[config.mk]
export PLATFORM = sky130hd
export DESIGN_NAME = tocm_ram
export DESIGN_NICKNAME = d
export VERILOG_FILES = /design/src/hdl/tocm_ram.sv
export SDC_FILE = /design/constraint.sdc
export NUM_CORES = 1
export LEC_CHECK = 0
export BUFFER_PORTS_ARGS = -buffer_cell sky130_fd_sc_hd__buf_2
export CAP_MARGIN = 20
export CORE_MARGIN = 5
export CORE_UTILIZATION = 56
export DETAILED_ROUTE_END_ITERATION = 6
export PLACE_DENSITY = 0.74
export SLEW_MARGIN = 20
export SYNTH_ARGS = -nofsm -noshare
export SYNTH_HDL_FRONTEND = slang
export SYNTH_SLANG_ARGS = --single-unit
[constraint.sdc]
create_clock -name clk_i -period 2.54 [get_ports clk_i]
set_input_delay 0.254 -clock clk_i [delete_from_list [all_inputs] [get_ports clk_i]]
set_output_delay 0.254 -clock clk_i [all_outputs]
set_load 0.01 [all_outputs]
[src/hdl/tocm_ram.sv]
module tocm_ram #(
  parameter int WIDTH = 8,
  parameter int DEPTH = 16,
  localparam int AW = $clog2(DEPTH)
) (
  input  logic             clk_i,
  input  logic             we_i,
  input  logic [AW-1:0]    addr_i,
  input  logic [WIDTH-1:0] wdata_i,
  output logic [WIDTH-1:0] rdata_o
);

  logic [WIDTH-1:0] mem_q [DEPTH];
  logic [WIDTH-1:0] rdata_q;

  always_ff @(posedge clk_i) begin
    if (we_i) begin
      mem_q[addr_i] <= wdata_i;
    end
    rdata_q <= mem_q[addr_i];
  end

  assign rdata_o = rdata_q;

endmodule

# ---- Word-level counts from Yosys, hierarchy flattened
# Memory sizes are Yosys's and may differ from the RTL's. A register that Yosys moved wholly into a read port is not among the register bits.
# Index checks and enable logic that the tools add are counted.
dict set report word_totals {
  ff_bits 0
  input_bits 14
  word_cells 3
  memories 1
  ramBits 128
  out_inout_bits 8
}
dict set report classes {
  mux 2
}
# name depth word_bits rd rd_ports_with_merged_regs write_ports line_no
set mem_list {}
lappend mem_list {mem_q 16 8 1 1 1 13} ;# logic [WIDTH-1:0] mem_q [DEPTH];
# op count
set op_table {}
lappend op_table {{$mux W1} 2}

# ---- Depth between registers and ports, before layout
dict set report depth {
  word_depth 2
  depth_mapped 5
  depth_no_buf 3
}

# ---- Least setup slack after synthesis
# Ideal clock, no wire load.
dict set report synth_path {
  path_type {input port to flip-flop}
  startpoint {in addr_i[2]}
  endpoint {mem mem_q[0][0], enable pin}
  setup_ns 0.383
  path_slack_ns 0.793
  path_stages 2
  t_arrival_ns 1.364
  t_required_ns 2.157
  n_path_buf 0
  cell_sequence {or3b_2 nor3_1}
}
# item line_no
set synth_rtl {}
lappend synth_rtl {{start: declaration} 8} ;# input logic [AW-1:0] addr_i,
lappend synth_rtl {{end: declaration} 13}
# Straight into the memory's write port.

==> results.txt <==
most common cell after layout, fill and taps aside -> edfxtp_1
synthesized area per cell -> 22.0 sq um
CTS tree -> done
Clk Latency, worst-skew pair -> 0.51 ns
Yosys reg bits -> 136
FP Rows -> 34
Worst Path Max Fanout -> 13
# nets final -> 293
WL met2 -> 4.85 mm
die width -> 105 microns
clk_skew -> 0.00729 ns
WP data required -> 2.93 ns
post-synth cell types -> 18
Starting Density -> 57.8%
DRT Pass-1 Iters -> 5
initial antenna violation count -> 0
status -> finished, final reports clean
dpl hpwl -> 6.00 mm
cell taking the most area after synthesis -> edfxtp_1
reg-to-reg endpoint -> rdata_o[0]
R2R depth -> 3
CP Capture Type -> register
fin. max-slew vios -> 0
Antenna Cells -> 0
Final period util -> 56.4%
GPL Wtd Cong -> 0.711
clock root cell -> clkbuf_8
overall routing resource usage -> 18.1%
vias in the first global route -> 2,581
setup_tns -> 0 ns
share of cells above drive strength 1 -> 36.3%
DR vias/cell -> 5.90
synthesized netlist net count -> 244
total gr overflow -> 0
unrepaired setup endpoints after global routing -> false
CTS clk-pin slew, worst paths -> 0.06 ns
detailed-route DRC error count -> 0
Final ANT Viol Nets -> 0
Core ar. -> 8760 sq um
Hold WC Path Type -> input pin to register
Worst R2R Setup Slack -> 1.18 ns
Cell Area, Synth -> 5070 sq um
buffer count from post-CTS setup fixing -> 0
# hold bufs at CTS -> 0
Ports -> 22
final WL -> 9.21 mm
top routing layer in use -> met4
maxcap violations -> 0
Reg2Reg Launch Point -> mem_q[3][0]
setup ws final -> 1.11 ns
critical path class -> input pin to register
most frequent cells in the layout -> edfxtp_1, mux4_2, buf_2
clock sink count -> 136
wire per inst -> 23.0 microns
final hold viol count -> 0
routed wl met3 -> 337 microns
Hold Path End -> mem_q[14][0]
Area contributors post-synth -> edfxtp_1, mux4_2, dfxtp_1
Synth warnings -> 0
Synth top area share -> 75.9%
Peak Freq -> 0.699 GHz
pin count of the biggest net entering global routing -> 24
leakage -> 2.00 nW
min Tclk post-route -> 1.43 ns
worst slack, placed -> 0.579 ns
final cell count without fillers -> 400
register area share after synthesis -> 79.0%
Gate Count Post-Synth -> 230
P&R area growth vs syn -> 18.2%
Port-buffer cells -> 21
total die area -> 11,100 sq um
Worst Tran Pin Value -> 0.689 ns
Setup violations, final -> 0
Via Count -> 2,360
Starting DRT DRC Count -> 176
Inst Count DP -> 368
total power divided by cell area -> 859 nW/um^2
first-pass GRT wire length -> 14.7 mm
htree depth -> 4
post-CTS resize count -> 0
peak supply drop -> 441 uV
CP Launch Type -> input pin
chip height -> 105 microns
Rel. slew slack -> 53.8%
WHS Path Cells -> 1
CTS Buf Count -> 17
crit path DAT -> 1.82 ns
DRT met1 WL -> 3.93 mm
launch point of the worst path -> addr_i[0]
clock buffer depth -> 2
min-delay src -> wdata_i[0]
[routing by layer]
layer	up-vias	track usage, %
li1	1059	-
met1	1231	23.6
met2	61	30.4
met3	9	4.32
met4	0	5.75
met5	-	0
[cell families after synthesis]
family	count (synthesis)	synth area share, %
compound gates	16	2.37
buf+inv	11	1.19
flops	136	79.0
mux	32	14.2
simple gates	35	3.21
[per-stage QoR]
step | util, % | power, W | hold slack [ns] | instance area [sq um]
after floorplan | - | 0.00270 | 0.353 | 5070
after global placement | 61.6 | 0.00279 | 0.637 | 5400
after detailed placement | 61.6 | 0.00280 | 0.647 | 5400
after CTS | 68.3 | 0.00517 | 0.113 | 5990
after global routing | 68.4 | 0.00530 | 0.131 | 5990
final | 68.4 | 0.00515 | 0.126 | 5990
[worst max path at each step]
stage	endpoint	slack, ns	depth (start not counted)
6_report	rdata_o[2]	1.11	5
5_1_grt	rdata_o[2]	0.96	5
4_1_cts	rdata_o[2]	1.07	5
3_5_place_dp	mem_q[12][3]	0.58	2
3_3_place_gp	rdata_o[2]	0.61	5
2_1_floorplan	mem_q[0][0]	0.79	2
[report_power, final]
group | total (W) | switching [W] | internal, W
Combinational | 0.000232 | 0.000134 | 0.0000978
Clock | 0.00239 | 0.000899 | 0.00149
Sequential | 0.00252 | 0.0000129 | 0.00251
[cell usage after synthesis, drive strengths merged]
cell type,number
nand3,1
or3b,1
clkbuf,3
nor3,4
and2,1
mux4,32
buf,8
nand3b,2
a22oi,16
dfxtp,8
nand2,9
nand2b,2
edfxtp,128
nor2,13
nor2b,2
[flip-flops by register name, summed over array words and instances (netlist names)]
register	flops
rdata_o	8
mem_q	128
[critical path: stages]
cell and delay (ns):
buf_2 0.35, buf_4 0.31, mux4_2 0.53, a22oi_1 0.25, nand2_1 0.11
[final cells by class]
cell class                 count  area [sq um]
sequential                   136          4000
fill                         561          2770
multi-input combinational     83          1010
clock buffer                  17           414
timing repair buffer          41           255
clock inverter                15           174
tap                          108           135
Note: power is estimated with default switching activity, not from simulation.
