<file path="src/hdl/tocm_pkg.sv">
package tocm_pkg;

  localparam int TIME_W    = 64;
  localparam int RISE_W    = 32;
  localparam int DUR_W     = 32;
  localparam int RING_W    = 16;
  localparam int PAYLOAD_W = 32;
  localparam int SLOT_W    = 3;
  localparam int CMD_W     = 2;
  localparam int CH_IDX_W  = 5;

  typedef enum logic [CMD_W-1:0] {
    CMD_PUSH  = 2'd0,
    CMD_POP   = 2'd1,
    CMD_CLEAR = 2'd2
  } cmd_e;

  typedef enum logic [1:0] {
    ST_IDLE,
    ST_SCAN,
    ST_FIN
  } state_e;

  typedef struct packed {
    logic [TIME_W-1:0]    begin_time;
    logic [RISE_W-1:0]    rise_time;
    logic [DUR_W-1:0]     duration;
    logic [RING_W-1:0]    ring_count;
    logic [PAYLOAD_W-1:0] payload;
  } entry_t;

  localparam int ENTRY_W = $bits(entry_t);

  typedef struct packed {
    logic                found;
    logic                dropped;
    logic [SLOT_W-1:0]   channel;
    entry_t              ev;
  } result_t;

  typedef struct packed {
    logic                push;
    logic                pop;
    logic                clear;
    logic [CH_IDX_W-1:0] idx;
  } ptr_ctrl_t;

  typedef struct packed {
    logic empty;
    logic full;
  } ptr_stat_t;

endpackage

</file>
<file path="src/hdl/tocm_ptrs.sv">
module tocm_ptrs #(
  parameter int CHANNELS    = 8,
  parameter int QUEUE_DEPTH = 64,
  localparam int LW = $clog2(QUEUE_DEPTH)
) (
  input  logic                 clk_i,
  input  logic                 rst_ni,
  input  tocm_pkg::ptr_ctrl_t  ctrl_i,
  output tocm_pkg::ptr_stat_t  stat_o,
  output logic [LW-1:0]        head_low_o,
  output logic [LW-1:0]        tail_low_o
);
  import tocm_pkg::*;

  localparam int IW = (CHANNELS > 1) ? $clog2(CHANNELS) : 1;

  logic [LW-1:0] head_low_q  [CHANNELS];
  logic [LW-1:0] tail_low_q  [CHANNELS];
  logic          head_wrap_q [CHANNELS];
  logic          tail_wrap_q [CHANNELS];

  logic [IW-1:0] idx;
  logic [LW-1:0] head_nxt, tail_nxt;
  logic          head_last, tail_last;

  assign idx       = ctrl_i.idx[IW-1:0];
  assign head_last = (head_low_q[idx] == LW'(QUEUE_DEPTH - 1));
  assign tail_last = (tail_low_q[idx] == LW'(QUEUE_DEPTH - 1));
  assign head_nxt  = head_last ? '0 : head_low_q[idx] + LW'(1);
  assign tail_nxt  = tail_last ? '0 : tail_low_q[idx] + LW'(1);

  assign head_low_o   = head_low_q[idx];
  assign tail_low_o   = tail_low_q[idx];
  assign stat_o.empty = (head_low_q[idx] == tail_low_q[idx]) &&
                        (head_wrap_q[idx] == tail_wrap_q[idx]);
  assign stat_o.full  = (head_low_q[idx] == tail_low_q[idx]) &&
                        (head_wrap_q[idx] != tail_wrap_q[idx]);

  always_ff @(posedge clk_i or negedge rst_ni) begin
    if (!rst_ni) begin
      for (int c = 0; c < CHANNELS; c++) begin
        head_low_q[c]  <= '0;
        tail_low_q[c]  <= '0;
        head_wrap_q[c] <= 1'b0;
        tail_wrap_q[c] <= 1'b0;
      end
    end else if (ctrl_i.clear) begin
      for (int c = 0; c < CHANNELS; c++) begin
        head_low_q[c]  <= '0;
        tail_low_q[c]  <= '0;
        head_wrap_q[c] <= 1'b0;
        tail_wrap_q[c] <= 1'b0;
      end
    end else begin
      if (ctrl_i.push) begin
        tail_low_q[idx] <= tail_nxt;
        if (tail_last) begin
          tail_wrap_q[idx] <= ~tail_wrap_q[idx];
        end
      end
      if (ctrl_i.pop) begin
        head_low_q[idx] <= head_nxt;
        if (head_last) begin
          head_wrap_q[idx] <= ~head_wrap_q[idx];
        end
      end
    end
  end

endmodule

</file>
<file path="config.mk">
export PLATFORM = sky130hd
export DESIGN_NAME = tocm_ptrs
export DESIGN_NICKNAME = d
export VERILOG_FILES = /design/src/hdl/tocm_pkg.sv /design/src/hdl/tocm_ptrs.sv
export SDC_FILE = /design/constraint.sdc
export NUM_CORES = 1
export LEC_CHECK = 0
export BUFFER_PORTS_ARGS = -buffer_cell sky130_fd_sc_hd__buf_4
export CORE_AREA = 2 2 129 131
export DETAILED_ROUTE_END_ITERATION = 8
export DIE_AREA = 0 0 131 133
export PLACE_DENSITY = 0.66
export REMOVE_ABC_BUFFERS = 1
export SLEW_MARGIN = 30
export SYNTH_ARGS = -nofsm -noshare
export SYNTH_HDL_FRONTEND = slang
export SYNTH_SLANG_ARGS = --single-unit
</file>
<file path="constraint.sdc">
create_clock -name clk_i -period 3.3 [get_ports clk_i]
set_input_delay 0.33 -clock clk_i [delete_from_list [all_inputs] [get_ports clk_i]]
set_output_delay 0.33 -clock clk_i [all_outputs]
set_load 0.005 [all_outputs]
</file>
; ---- After elaboration in Yosys (flattened, before gate mapping)
; Index checks and enable logic that the tools add are counted.
[totals]
register_bits = 112
inputBits = 10
out_inout_bits = 14
wordCells = 85
[classes]
add_sub_neg = 2
order_cmp = 2
n_eq_ne = 5
mux = 32
n_bitwise = 3
n_reduce_logical = 9
[op_table]
columns = cell, n
row1 = 48-bit 2-to-1 mux, 4
row2 = 48-bit bitwise mux, 2
row3 = 8-bit 2-to-1 mux, 6
row4 = 6-bit 2-to-1 mux, 7
row5 = 6-bit binary-select mux with 3-bit select, 2
row6 = 6-bit demux with 3-bit select, 1
row7 = 8-bit bitwise mux, 2
row8 = "6-bit by 1-bit adder with 6-bit output, second input constant", 2
row9 = "6-bit == test, second input constant", 2
row10 = 2-bit nonzero test, 4
row11 = 1-bit binary-select mux with 3-bit select, 2
row12 = 6-bit == test, 1
row13 = 1-bit 2-to-1 mux, 5
row14 = "4-bit greater-or-equal comparator, second input constant", 1
row15 = "4-bit by 1-bit < comparator with 1-bit output, second input constant", 1
row16 = 3-bit NOT with 4-bit output, 1
row17 = 2-bit AND reduction, 2
row18 = 1-bit demux with 3-bit select, 1
row19 = 1-bit logical AND, 3
row20 = 1-bit NOT, 2
row21 = 1-bit == test, 1
row22 = 1-bit inequality test, 1

; ---- Longest topological paths before layout
[logic_depth]
depth_word = 9
ltp_mapped = 13

; ---- Worst setup path after synthesis
; Ideal clock, no wire load.
[synth_timing]
kind = in2reg
from = input port ctrl_i[0] (netlist name)
to = register head_low_q[40] (netlist name)
setup_ps = 78
arrival_ps = 2724
required_time_ps = 3222
path_slack_ps = 498
stages = 11
path_buffers = 3
cell_sequence = buf_6 buf_6 mux2_2 a22o_1 o211ai_2 inv_1 ha_1 and4_1 or3_1 buf_6 o21ai_2
[synth_between]
elab_chain_cells = 9
elab_cells_between_ends = 15
classes_between = add/sub (1) / order compare (2) / eq/ne (1) / mux (9) / bitwise (1) / reduce/logical (1)
[synth_rtl]
columns = element, line
row1 = "start, declared", tocm_ptrs.sv:8  ; input tocm_pkg::ptr_ctrl_t ctrl_i,
row2 = 3-bit NOT with 4-bit output *, --
row3 = 6-bit binary-select mux with 3-bit select *, --
row4 = 6-bit 2-to-1 mux * (2 in a row), --
row5 = net head_low_o[0], tocm_ptrs.sv:10  ; output logic [LW-1:0] head_low_o,
row6 = 6-bit by 1-bit adder with 6-bit output or 6-bit == test (tied branches), "tocm_ptrs.sv:29, tocm_ptrs.sv:27"
row7 = 6-bit 2-to-1 mux *, tocm_ptrs.sv:29  ; assign head_nxt = head_last ? '0 : head_low_q[idx] + LW'(1);
row8 = 48-bit bitwise mux *, tocm_ptrs.sv:62  ; head_low_q[idx] <= head_nxt;
row9 = 48-bit 2-to-1 mux *, tocm_ptrs.sv:61  ; if (ctrl_i.pop) begin
row10 = 48-bit 2-to-1 mux *, tocm_ptrs.sv:47  ; end else if (ctrl_i.clear) begin
row11 = "end signal, assigned by index", tocm_ptrs.sv:62
row12 = "end, declared", tocm_ptrs.sv:17  ; logic [LW-1:0] head_low_q [CHANNELS];
; The timed path passes the listed nets; every way through them passes the cells marked *. The select of a mux whose other input is x is not followed.
; A chain may end at the register's enable or synchronous reset.

==> results.cfg <==
[route]
finalWirelength_mm = 15.5
vias = 4780
viasPerCell = 5.64
drtIter0Drc = 489
post_drt_wl_per_cell_microns = 18.3
drc = 0
dr.pass1.iters = 5
antenna_left = 0

[global_route]
grt.total_usage_pct = 18.5
grt_max_degree = 83
overflow = 0
grt_pass1_vias = 4689
grt_pass1_wl_mm = 24.9
antenna_found_initial = 0

[pwr]
p_leak_nw = 2.89
vdd_drop_max_mv = 0.253
power_density_nw_per_um2 = 404

[sta]
setup_ws_ns = 0.352
finClkSkew_ns = 0.00646
fmax_mhz = 339
finalCritPeriodShare_pct = 89.3
slew_viol_final = 0
slew_headroom_pct = 42.4
tns_ns = 0
rsz0062_at_grt = false
period_needed_ns = 2.95
worst_slew_pin_slew_ns = 0.861
setup_violations = 0
hold_violations = 0
whs_ns = 0.00567

[critical_path]
path_class = primary input to primary output
endpoint_kind = primary output
path_common_cell = buf_4
arrival_ns = 2.62
path_buf_inv = 3
crit_path_top_delay_cell = mux4_1
slowest_delay_ns = 0.56
cp_max_fo = 24
required_ns = 2.97
setup.worst_path.start_class = primary input
cp_cell_sequence = buf_4 -> buf_4 -> mux4_1 -> nor2_1 -> a21oi_4 -> xnor2_1 -> nand4_1 -> nor3b_1 -> buf_4
cp_top_family = buffers and inverters

[cts]
hold_buffers = 0
clk_latency_ns = 0.35
cts_sinks = 112
root_buffer = clkbuf_16
cts.clk_slew.worst_paths_ns = 0.07
cts_setup_buffers = 0
cts_buffer_depth = 2
post_cts_resized = 0
cts_tree = built
h-tree-depth = 3
cts_buffers = 9

[layout]
area_delta_synth_final_pct = 10.0
drive_gt1_share_pct = 18.7
fillCellCount = 1528
utilization_pct = 42.7
diodes = 0
nets = 634

[logic_synthesis]
ys.warnings.count = 0
synth.yosys.seq_area_share_pct = 44.6
synthTopCellsByArea = dfrtp_1 45%, nand2_1 6.2%, mux4_2 5.7%, mux2i_1 4.0%, a21oi_1 3.8%
yosysUniqueCellTypes = 69
syn_inst = 615
synth_area_sq_um = 6280
syn-mean-instance-area_sq_um = 10.2
synth.most_common_cell = dfrtp_1
async_flop_share_pct = 100
netlist.area_leader.share_pct = 44.6
yosys.area.top_type = dfrtp_1
synth_edf_count = 0
ys.flop_type = dfrtp_1
ys_seq_elements = 112
synthTopCellsByCount = 112 x dfrtp_1, 103 x nand2_1, 48 x a21oi_1

[die]
start_util_pct = 38.8
std_cell_rows = 47
dieArea_sq_um = 17400
die_h_microns = 133
io_pins = 24
fp.dieW_microns = 131
core-area_sq_um = 16200

[outcome]
run_status = complete, no violations

[placed_design]
dp_hpwl_mm = 10.6
dp_slack_ns = 0.291
place.gp.congestion = 0.862
io_buffers = 21

[worst_hold_path]
hold_class = primary input to async pin

[job]
maxCapViolCount = 0
## placed cells by master (no fill, tap or decap), drive strengths merged, types with 7 or more instances in the layout
master / synthesis / routed
dfrtp: 112 / 112
nand2b: 13 / 13
nand3b: 20 / 20
nand2: 105 / 105
clkbuf: 25 / 12
o21ai: 31 / 31
mux2: 9 / 9
o31ai: 19 / 19
a211oi: 19 / 19
mux2i: 27 / 27
mux4: 19 / 19
a21oi: 49 / 49
nor2: 47 / 47
buf: 18 / 39
inv: 6 / 7
nand3: 12 / 12
nor2b: 14 / 14
## worst register-to-register path, delay by kind of cell (launching register included)
family,cells,cell delay (ns)
fa+ha+maj,1,0.23
mux,1,0.26
simple gates,2,0.70
buf+inv,1,0.10
flops,1,0.38
compound gates,3,0.75
## logic make-up (layout without fill, tap and decap cells)
family | Yosys count | after routing | share of synthesized area, %
adder cells (fa/ha/maj) | 2 | 2 | 0.398
flip-flops | 112 | 112 | 44.6
buffers and inverters | 49 | 61 | 4.42
multiplexers | 55 | 55 | 13.4
AND/OR/NAND/NOR | 239 | 239 | 18.5
AO/OA/AOI/OAI | 148 | 148 | 17.1
XOR/XNOR | 10 | 10 | 1.51
## area by class of cell
class	count	area (sq um)	area share [%]
inverter	6	22.5	0.326
clock buffer	12	246	3.57
clock inverter	4	52.6	0.760
sequential	112	2800	40.6
multi-input combinational	454	3200	46.3
timing repair buffer	39	309	4.47
tap	220	275	3.98
## per-stage QoR
step | cells | instance area (sq um) | total power [mW]
after global placement | 831 | 6610 | 1.70
after global routing | 847 | 6910 | 2.88
final | 847 | 6910 | 2.79
after floorplan | 572 | 6030 | 1.55
after CTS | 847 | 6910 | 2.81
after detailed placement | 831 | 6610 | 1.70
## registers in the layout (all words and copies together) (netlist names)
signal,cells
head_wrap_q,8
head_low_q,48
tail_low_q,48
tail_wrap_q,8
## per-layer routing
layer	part of all wire, %	GRT usage, %	vias to the layer above
met4	2.5	7.27	0
met2	49	29.3	138
met3	4.3	1.86	24
met5	0	0	-
li1	-	-	2225
met1	44	26.0	2393
## power breakdown
part | total (mW) | switching, mW | internal, mW
Sequential | 1.39 | 0.00781 | 1.39
Combinational | 0.283 | 0.191 | 0.0916
Clock | 1.12 | 0.502 | 0.614
## worst paths after layout
path / endpoint / startpoint / slack [ns] / cells past startpoint
max in group asynchronous: head_low_q[43] / rst_ni / 2.53 / 2
worst min register to register: head_low_q[5] / head_low_q[5] / 0.51 / 2
worst max register to register: head_low_q[4] / head_low_q[6] / 0.80 / 8
min in group clk_i: tail_low_q[1] / ctrl_i[5] / 0.47 / 2
worst min-delay path: head_low_q[11] / rst_ni / 0.006 / 1
worst max-delay path: stat_o[0] / ctrl_i[0] / 0.35 / 9
Note: power is estimated with default switching activity, not from simulation.
